[src/dtr_pkg.sv]
// ----------------------------------------------------------------------------
// dtr_pkg
// Shared types and constants for the DNS TTL rewriter.
// ----------------------------------------------------------------------------
`default_nettype none

package dtr_pkg;

    localparam int BYTE_W  = 8;
    localparam int TTL_W   = 32;
    localparam int COUNT_W = 18;
    localparam int USER_W  = COUNT_W + 1;   // status + patched count

    localparam logic [15:0] TYPE_OPT = 16'd41;

    // Byte positions inside the fixed-size parts of the message
    localparam logic [3:0] POS_QD_HI   = 4'd4;
    localparam logic [3:0] POS_QD_LO   = 4'd5;
    localparam logic [3:0] POS_HDR_END = 4'd11;
    localparam logic [3:0] POS_QFIX_END = 4'd3;
    localparam logic [3:0] POS_TYPE_HI = 4'd0;
    localparam logic [3:0] POS_TYPE_LO = 4'd1;
    localparam logic [3:0] POS_TTL0    = 4'd4;
    localparam logic [3:0] POS_TTL1    = 4'd5;
    localparam logic [3:0] POS_TTL2    = 4'd6;
    localparam logic [3:0] POS_TTL3    = 4'd7;
    localparam logic [3:0] POS_RDLEN_HI = 4'd8;
    localparam logic [3:0] POS_RFIX_END = 4'd9;

    localparam logic [7:0] PTR_MASK  = 8'hC0;
    localparam logic [7:0] LABEL_MAX = 8'd63;

    // One result item as it leaves the walker
    typedef struct packed {
        logic [BYTE_W-1:0]  out_byte;
        logic               out_last;
        logic               status;
        logic [COUNT_W-1:0] patched_count;
    } dtr_result_t;

endpackage

`default_nettype wire

[src/dtr_walk.sv]
// ----------------------------------------------------------------------------
// dtr_walk
// Message walker: tracks header, question and record structure byte by byte
// and substitutes TTL bytes of non-OPT records.
// ----------------------------------------------------------------------------
`default_nettype none

module dtr_walk (
    input  wire logic                         aclk,
    input  wire logic                         aresetn,
    input  wire logic                         step,
    input  wire logic [dtr_pkg::BYTE_W-1:0]   in_byte,
    input  wire logic                         in_last,
    input  wire logic [dtr_pkg::TTL_W-1:0]    new_ttl,
    output dtr_pkg::dtr_result_t              result
);
    import dtr_pkg::*;

    typedef enum logic [3:0] {
        PH_HDR, PH_QNAME, PH_QPTR, PH_QFIX,
        PH_RNAME, PH_RPTR, PH_RFIX, PH_RDATA,
        PH_DONE, PH_FAIL
    } phase_t;

    phase_t              phase_reg,   phase_next;
    logic [3:0]          pos_reg,     pos_next;
    logic [15:0]         qleft_reg,   qleft_next;
    logic [COUNT_W-1:0]  rleft_reg,   rleft_next;
    logic [5:0]          label_reg,   label_next;
    logic [15:0]         rtype_reg,   rtype_next;
    logic [15:0]         rdata_reg,   rdata_next;
    logic [7:0]          held_reg,    held_next;
    logic [COUNT_W-1:0]  patch_reg,   patch_next;

    always_comb begin
        logic [7:0]  ob;
        logic [15:0] word;
        ob          = in_byte;
        word        = {held_reg, in_byte};
        phase_next  = phase_reg;
        pos_next    = pos_reg;
        qleft_next  = qleft_reg;
        rleft_next  = rleft_reg;
        label_next  = label_reg;
        rtype_next  = rtype_reg;
        rdata_next  = rdata_reg;
        held_next   = held_reg;
        patch_next  = patch_reg;

        unique case (phase_reg)
            PH_HDR: begin
                if (pos_reg == POS_QD_HI) begin
                    held_next = in_byte;
                end else if (pos_reg == POS_QD_LO) begin
                    qleft_next = word;
                end else if (pos_reg == 4'd6 || pos_reg == 4'd8 || pos_reg == 4'd10) begin
                    held_next = in_byte;
                end else if (pos_reg == 4'd7 || pos_reg == 4'd9 || pos_reg == 4'd11) begin
                    rleft_next = rleft_reg + {2'b00, word};
                end
                if (pos_reg >= POS_HDR_END) begin
                    pos_next = '0;
                    if (qleft_next != '0)      phase_next = PH_QNAME;
                    else if (rleft_next != '0) phase_next = PH_RNAME;
                    else                       phase_next = PH_DONE;
                end else begin
                    pos_next = pos_reg + 4'd1;
                end
            end
            PH_QNAME, PH_RNAME: begin
                if (label_reg != '0) begin
                    label_next = label_reg - 6'd1;
                end else if ((in_byte & PTR_MASK) == PTR_MASK) begin
                    phase_next = (phase_reg == PH_QNAME) ? PH_QPTR : PH_RPTR;
                end else if (in_byte == 8'd0) begin
                    phase_next = (phase_reg == PH_QNAME) ? PH_QFIX : PH_RFIX;
                    pos_next   = '0;
                end else if (in_byte > LABEL_MAX) begin
                    phase_next = PH_FAIL;
                end else begin
                    label_next = in_byte[5:0];
                end
            end
            PH_QPTR: begin
                phase_next = PH_QFIX;
                pos_next   = '0;
            end
            PH_RPTR: begin
                phase_next = PH_RFIX;
                pos_next   = '0;
            end
            PH_QFIX: begin
                if (pos_reg >= POS_QFIX_END) begin
                    pos_next   = '0;
                    qleft_next = qleft_reg - 16'd1;
                    if (qleft_next != '0)      phase_next = PH_QNAME;
                    else if (rleft_reg != '0)  phase_next = PH_RNAME;
                    else                       phase_next = PH_DONE;
                end else begin
                    pos_next = pos_reg + 4'd1;
                end
            end
            PH_RFIX: begin
                if (pos_reg == POS_TYPE_HI || pos_reg == POS_RDLEN_HI) begin
                    held_next = in_byte;
                end else if (pos_reg == POS_TYPE_LO) begin
                    rtype_next = word;
                end else if (rtype_reg != TYPE_OPT) begin
                    // TTL goes out big-endian
                    case (pos_reg)
                        POS_TTL0: ob = new_ttl[31:24];
                        POS_TTL1: ob = new_ttl[23:16];
                        POS_TTL2: ob = new_ttl[15:8];
                        POS_TTL3: begin
                            ob         = new_ttl[7:0];
                            patch_next = patch_reg + COUNT_W'(1);
                        end
                        default: ob = in_byte;
                    endcase
                end
                if (pos_reg >= POS_RFIX_END) begin
                    rdata_next = word;
                    pos_next   = '0;
                    if (word == '0) begin
                        rleft_next = rleft_reg - COUNT_W'(1);
                        phase_next = (rleft_next != '0) ? PH_RNAME : PH_DONE;
                    end else begin
                        phase_next = PH_RDATA;
                    end
                end else begin
                    pos_next = pos_reg + 4'd1;
                end
            end
            PH_RDATA: begin
                rdata_next = rdata_reg - 16'd1;
                if (rdata_next == '0) begin
                    rleft_next = rleft_reg - COUNT_W'(1);
                    phase_next = (rleft_next != '0) ? PH_RNAME : PH_DONE;
                end
            end
            default: begin
            end
        endcase

        result.out_byte      = ob;
        result.out_last      = in_last;
        result.status        = in_last && (phase_next != PH_DONE);
        result.patched_count = (in_last && phase_next == PH_DONE) ? patch_next : '0;
    end

    always_ff @(posedge aclk) begin
        if (!aresetn) begin
            phase_reg <= PH_HDR;
            pos_reg   <= '0;
            qleft_reg <= '0;
            rleft_reg <= '0;
            label_reg <= '0;
            rtype_reg <= '0;
            rdata_reg <= '0;
            held_reg  <= '0;
            patch_reg <= '0;
        end else if (step) begin
            if (in_last) begin
                // next byte opens a new message
                phase_reg <= PH_HDR;
                pos_reg   <= '0;
                qleft_reg <= '0;
                rleft_reg <= '0;
                label_reg <= '0;
                rtype_reg <= '0;
                rdata_reg <= '0;
                held_reg  <= '0;
                patch_reg <= '0;
            end else begin
                phase_reg <= phase_next;
                pos_reg   <= pos_next;
                qleft_reg <= qleft_next;
                rleft_reg <= rleft_next;
                label_reg <= label_next;
                rtype_reg <= rtype_next;
                rdata_reg <= rdata_next;
                held_reg  <= held_next;
                patch_reg <= patch_next;
            end
        end
    end

endmodule

`default_nettype wire

[src/dns_ttl_rewriter_core.sv]
// ----------------------------------------------------------------------------
// dns_ttl_rewriter_core
// Streaming DNS TTL rewriter: passes a message through byte by byte and
// overwrites the TTL of every non-OPT resource record with new_ttl.
// ----------------------------------------------------------------------------
//
// Channel   Dir  Payload                                    Handshake
// s_axis    in   tdata = msg_byte, tlast = last_byte        s_tvalid/s_tready
// m_axis    out  tdata = out_byte, tlast = out_last,        m_tvalid/m_tready
//                tuser = {patched_count, status}
// cfg       in   cfg_data = new_ttl                         cfg_valid/cfg_ready
//
// One item per cycle sustained while m_tready is high; data passes through the
// input register, then the result register. The walker state advances when
// the item in the input register moves into the result register. A stall on
// m_tready holds the result register and, one item later, the input register;
// s_tready drops only when both are full. Reset (aresetn low, synchronous)
// empties both registers, returns the walker to the header and sets new_ttl to zero.
// ----------------------------------------------------------------------------
`default_nettype none

module dns_ttl_rewriter_core (
    input  wire logic                          aclk,
    input  wire logic                          aresetn,
    // input stream
    input  wire logic                          s_tvalid,
    output logic                               s_tready,
    input  wire logic [dtr_pkg::BYTE_W-1:0]    s_tdata,   // [7:0] msg_byte
    input  wire logic                          s_tlast,
    // result stream
    output logic                               m_tvalid,
    input  wire logic                          m_tready,
    output logic [dtr_pkg::BYTE_W-1:0]         m_tdata,   // [7:0] out_byte
    output logic                               m_tlast,
    output logic [dtr_pkg::USER_W-1:0]         m_tuser,   // [0] status, [18:1] patched_count
    // configuration
    input  wire logic                          cfg_valid,
    output logic                               cfg_ready,
    input  wire logic [dtr_pkg::TTL_W-1:0]     cfg_data   // [31:0] new_ttl
);
    import dtr_pkg::*;

    logic               in_valid_reg;
    logic [BYTE_W-1:0]  in_byte_reg;
    logic               in_last_reg;
    logic               out_valid_reg;
    dtr_result_t        out_reg;
    dtr_result_t        walk_result;
    logic [TTL_W-1:0]   new_ttl_reg;
    logic               out_ready;
    logic               advance;

    // result register can load when empty or draining this cycle
    assign out_ready = !out_valid_reg || m_tready;
    assign advance   = in_valid_reg && out_ready;
    assign s_tready  = !in_valid_reg || out_ready;
    assign cfg_ready = 1'b1;

    dtr_walk u_walk (
        .aclk     (aclk),
        .aresetn  (aresetn),
        .step     (advance),
        .in_byte  (in_byte_reg),
        .in_last  (in_last_reg),
        .new_ttl  (new_ttl_reg),
        .result   (walk_result)
    );

    always_ff @(posedge aclk) begin
        if (!aresetn) begin
            in_valid_reg  <= 1'b0;
            out_valid_reg <= 1'b0;
            new_ttl_reg   <= '0;
        end else begin
            if (cfg_valid) begin
                new_ttl_reg <= cfg_data;
            end
            if (s_tready) begin
                in_valid_reg <= s_tvalid;
            end
            if (out_ready) begin
                out_valid_reg <= in_valid_reg;
            end
        end
    end

    // payload registers, no reset
    always_ff @(posedge aclk) begin
        if (s_tready && s_tvalid) begin
            in_byte_reg <= s_tdata;
            in_last_reg <= s_tlast;
        end
        if (advance) begin
            out_reg <= walk_result;
        end
    end

    assign m_tvalid = out_valid_reg;
    assign m_tdata  = out_reg.out_byte;
    assign m_tlast  = out_reg.out_last;
    assign m_tuser  = {out_reg.patched_count, out_reg.status};

endmodule

`default_nettype wire

[config.mk]
export PLATFORM = sky130hd
export DESIGN_NAME = dns_ttl_rewriter_core
export DESIGN_NICKNAME = d
export VERILOG_FILES = /design/src/dtr_pkg.sv /design/src/dtr_walk.sv /design/src/dns_ttl_rewriter_core.sv
export SDC_FILE = /design/constraint.sdc
export NUM_CORES = 1
export LEC_CHECK = 0
export ABC_CLOCK_PERIOD_IN_PS = 10100
export BUFFER_PORTS_ARGS = -buffer_cell sky130_fd_sc_hd__buf_2
export CAP_MARGIN = 20
export CORE_MARGIN = 2
export CORE_UTILIZATION = 55
export DETAILED_ROUTE_END_ITERATION = 10
export PLACE_DENSITY = 0.85
export SLEW_MARGIN = 20
export SYNTH_ARGS = -nofsm -noshare
export SYNTH_HDL_FRONTEND = slang
export SYNTH_SLANG_ARGS = --single-unit
export TNS_END_PERCENT = 100
[constraint.sdc]
create_clock -name aclk -period 10.1 [get_ports aclk]
set_input_delay 1.01 -clock aclk [delete_from_list [all_inputs] [get_ports aclk]]
set_output_delay 1.01 -clock aclk [all_outputs]
set_load 0.02 [all_outputs]
# == Word-level counts from Yosys, hierarchy flattened ==
# Index checks and enable logic that the tools add are counted.
# Widths: inputs -> output; s select.
# totals
ff_bits,177
latch_bits,0
mem_bits_rw,0
rom_bits,0
in_bits,46
output_inout_bits,31
word_cells,176
mem_count,0
# classes
n_addsub,7
mul,0
div_mod_pow,0
magnitude_cmp,4
eq_ne,34
shift,0
mux,72
bitwise,0
n_reduce_logical,41
# op_table
cell,n
$mux 18,15
$mux 16,11
$mux 4,22
$mux 8,9
$pmux 16 s2,2
$pmux 18 s3,1
$reduce_bool 18->1,3
$mux 6,6
$eq 4x3->1 const B,8
$logic_not 16->1,2
$pmux 8 s4,1
$reduce_bool 16->1,2
$sub 16x1->16 const B,2
$pmux 4 s7,1
$ne 3x2->1 const B,9
$eq 4x4->1 const B,5
$pmux 4 s5,1
$reduce_and 5->1,4
$add 18x1->18 const B,1
$add 18x16->18,1
$sub 18x1->18 const B,1
$ne 16x6->1 const B,1
$pmux 8 s2,1
$reduce_bool 6->1,2
25 further kinds,47

# == Depth between registers and ports, before layout ==
# logic_depth
word_depth,15
mapped_depth,14
mapped_depth_nobuf,12

# == Cells and area by module ==
# A second synthesis with hierarchy kept.
# unflattened
cells_unflattened,1360
area_unflattened_um2,11045.6
# by_module_without_submodules
mod,instances,cells_each,area_each_um2,seq_area_each_um2
dtr_walk,1,1209,8595.7,2122.0
dns_ttl_rewriter_core,1,151,2449.8,1791.7

# == Least setup slack after synthesis ==
# OpenSTA, ideal clock, no wires.
# synth_path
path_kind,flip-flop to flip-flop
start,register u_walk.rleft_reg[0]
end,register out_reg (netlist bit m_tuser[0]) (data pin)
setup_time_ns,0.254
arrival_ns,3.030
required_time_ns,9.846
path_slack_ns,6.815
path_stages_with_launch,14
n_path_buf,1
synth_period_minus_slack_ns,3.285
path_cell_list,dfxtp_1 ha_1 inv_1 fa_1 nor2b_1 o211ai_1 a211o_1 o311ai_0 a31oi_1 a2111oi_0 nand4_1 o21ba_2 buf_2 o21a_1
# synth_rtl
item,line,source
from (decl),dtr_walk.sv:28,"logic [COUNT_W-1:0] rleft_reg, rleft_next;"
from (signal assigned),dtr_walk.sv:178,rleft_reg <= rleft_next;
to (signal assigned),dns_ttl_rewriter_core.sv:94,out_reg <= walk_result;
to (decl),dns_ttl_rewriter_core.sv:47,dtr_result_t out_reg;

# == Final worst setup path ==
# layout_path
start,register u_walk.qleft_reg[0]
end,register out_reg (netlist bit m_tuser[3]) (data pin)
# layout_via
elab_chain_len,9
word_cells_on_any_way,13
classes_between,add/sub (1); eq/ne (1); mux (8); reduce/logical (3)
# layout_lines
item,line,source
from (decl),dtr_walk.sv:27,"logic [15:0] qleft_reg, qleft_next;"
from (signal assigned),dtr_walk.sv:177,qleft_reg <= qleft_next;
branches (longest 6 deep; another with $sub 16x1->16),--,
$pmux 4 s7 *,dtr_walk.sv:50,unique case (phase_reg)
$eq 4x4->1 *,dtr_walk.sv:148,result.patched_count = (in_last && phase_next == PH_DONE) ? patch_next : '0;
$logic_and 1x1->1 *,dtr_walk.sv:148,
# Every way passes the cells marked *. The select of a mux whose other input is x is not followed.
# A chain may end at the register's enable or synchronous reset.

==> impl_metrics.toml <==
[sta]
rsz0062_at_grt = "false"
setup_violations = 0
finalHoldViolations = 0
finalCritPeriodShare = 0.413
max_slew_margin = 0.297
worst_pin_slew_ns = 1.05
fmax_ghz = 0.240
finalHoldWorstSlack_ns = 0.514
setup_tns_ns = 0
finalCriticalPeriod_ns = 4.17
skew_ns = 0.0150
final_max_slew_viol_count = 0

[synthesis]
synth_cells = 1399
syn-cell-area_um2 = 11400
avgSynthCellArea_um2 = 8.14
syn_nets = 1476
synth-compound-area-share = 0.237
synth_xor_area_frac = 0.0407
ys_ff_latch = 177
ys_seq_area_frac = 0.344
synth_top_cell_area_share = 0.246
ys_warn_count = 0
synth-simple-area-share = 0.266
synth_top_family_by_area = "simple AND/OR/NAND/NOR gates"
synthFlopType = "dfxtp_1"
synthDistinctLibCells = 85
synth.area.top_cells = "dfxtp_1, edfxtp_1, nor2b_1"
synth_edf_count = 37
synth_fa_ha_area_frac = 0.0347
synth_mux_area_frac = 0.0299
synthTopCellsByCount = "dfxtp_1, nand2_1, nor2_1, o21ai_0, clkbuf_1"
async_reset_ff_frac = 0
synth_top_area_cell = "dfxtp_1"
yosysMostFrequentCell = "dfxtp_1"

[cts]
tritoncts = "done"
clock_tree.buffer_depth = 2
cts.htree.levels = 4
postCtsHoldBufs = 0
postCtsSetupBuffers = 0
cts.sinks = 177
insertion_delay_ns = 0.44
numCtsBuffers = 17
clkSlewWorstSetupHoldPaths_ns = 0.07
root_buffer = "clkbuf_16"
post_cts_resized = 0

[cells_and_area]
largest_register_ffs = 32
nets = 1475
nFillCells = 1741
area_delta_synth_final_pct = 8.32
drive_above_1_share = 0.108
regArea_um2 = 3910
multi_input_area_um2 = 6950
antenna_cells = 0

[grt]
grt_pass1_wl_um = 50200
grt-ovfl-total = 0
antenna_found_initial = 0
grt_pass1_vias = 9831
grt_use_total = 0.282
grt_max_degree = 111

[worst_setup_path]
crit_path_start = "u_walk.qleft_reg[0]"
crit_path_end = "m_tuser[3]"
slowest_delay_ns = 0.78
endpoint_kind = "flip-flop"
crit_fanout = 19
cp_slowest_cell = "nor4b_1"
crit_top_cell = "a32oi_1"
path_cells = "inv_1 > ha_1 > nor4b_1 > o2111a_1 > o21ai_0 > a32oi_1 > nand4_1 > or2_2 > a32oi_1 > a211o_1 > nor4_1"
critPathArrivalTime_ns = 4.32
timing.rr.end = "m_tuser[3]"
reg2reg_slack_ns = 5.93
rr_startpoint = "u_walk.qleft_reg[0]"
r2r_cells = 11
crit_type = "reg -> reg"
required_ns = 10.25
setup.worst_path.start_class = "flip-flop"

[floorplanning]
dieHeight_um = 148
core_area_um2 = 20300
die-area_um2 = 21900
start_util = 0.561
row_count = 52
die_x_um = 148
io_pins = 77

[power_and_ir_drop]
leakagePower_nw = 4.48
pwr-share-comb = 0.108
swShare = 0.288
switching_power_uw = 459
total_power_mw = 1.59
p_per_area_nw_per_um2 = 129
p_int_mw = 1.13
pwr-share-seq = 0.479
clkPwrFrac = 0.413
ir_drop_v = 0.000139

[detailed_routing]
dr_total_vias = 10881
via_per_inst = 6.47
antenna_left = 0
drt_iter0_drc = 1358
drcViolationCount = 0
drt_pass1_iterations = 7
wirelength_um = 31300
wire_per_inst_um = 18.6

[min_path]
min_path_cells = 2
min_from = "u_walk.rdata_reg[5]"
hp-class = "reg -> reg"

[placement]
hpwl_um = 20900
gp_congestion = 0.935
port-buffer-count = 75

[status]
status = "finished clean"

[run]
max-cap-violations = 0
==> worst min-delay path by stage <==
| stage | to |
|---|---|
| global placement | u_walk.patch_reg[14] |
| detailed placement | u_walk.patch_reg[14] |
| CTS | u_walk.rdata_reg[5] |
| finish | u_walk.rdata_reg[5] |
| global route | u_walk.rdata_reg[5] |
| floorplan | m_tlast |
==> power groups by stage <==
| stage | combinational (mW) | sequential [mW] | clock [mW] |
|---|---|---|---|
| after floorplan | 0.128 | 0.773 | 0 |
| after global placement | 0.165 | 0.776 | 0 |
| after detailed placement | 0.168 | 0.777 | 0 |
| after CTS | 0.170 | 0.761 | 0.661 |
| after global routing | 0.188 | 0.764 | 0.692 |
| final | 0.172 | 0.762 | 0.657 |
==> logic make-up (layout without fill, tap and decap cells) <==
| group | count (synthesis) | after routing |
|---|---|---|
| fa+ha+maj | 31 | 31 |
| buf+inv | 135 | 147 |
| xor+xnor | 53 | 53 |
| compound gates | 405 | 405 |
| mux | 34 | 34 |
| flops | 177 | 177 |
| simple gates | 563 | 563 |
| other cells | 1 | 1 |
==> critical path: cells and delay by family (launching register included) <==
family                     cells  cell delay, ns
AOI/OAI and AO/OA              5            1.59
and+or+nand+nor                4            1.56
DFF                            1            0.34
adders and majority gates      1            0.28
buffers and inverters          1            0.12
==> per-stage QoR <==
step / setup WS (ns) / util / cell area [um2] / instances
floorplan: 6.82 / - / 11400 / 1399
global placement: 5.81 / 0.578 / 11700 / 1648
detailed placement: 5.65 / 0.579 / 11700 / 1648
CTS: 6.06 / 0.608 / 12300 / 1680
global route: 5.75 / 0.608 / 12300 / 1681
finish: 5.93 / 0.608 / 12300 / 1681
==> area by class of cell <==
class / instances / share of cell area
Multi-Input combinational cell: 1087 / 0.563
Tap cell: 270 / 0.0274
Clock buffer: 17 / 0.0345
Timing Repair Buffer: 82 / 0.0349
Sequential cell: 177 / 0.317
Inverter: 33 / 0.0100
Clock inverter: 15 / 0.0133
==> per-layer routing <==
layer  GRT usage  up-vias  wire length [um]
met3      0.0512       97              2880
met4       0.117        0              1030
li1            -     5144                 -
met5           0        -                 0
met1       0.395     5038             13400
met2       0.429      602             14000
==> placed cells by master (no fill, tap or decap), drive strengths merged, types with 7 or more instances in the layout <==
cell / instances
a22o: 8
ha: 30
or4: 12
nor3b: 7
and2: 26
o211ai: 11
a21boi: 39
mux2i: 34
o31ai: 11
a211o: 10
nor4b: 7
nand3: 36
a22oi: 30
xnor2: 31
nand2: 132
a21o: 9
nor4: 36
a221oi: 12
nor2b: 82
nand2b: 9
o21a: 8
nor2: 104
o221a: 8
nor3: 46
buf: 82
xor2: 22
dfxtp: 140
o21ai: 105
a31oi: 19
nand4: 19
inv: 39
clkbuf: 17
clkinv: 9
and3: 8
a21oi: 77
or3: 18
edfxtp: 37
No activity file was read; power rests on OpenSTA's default activity.
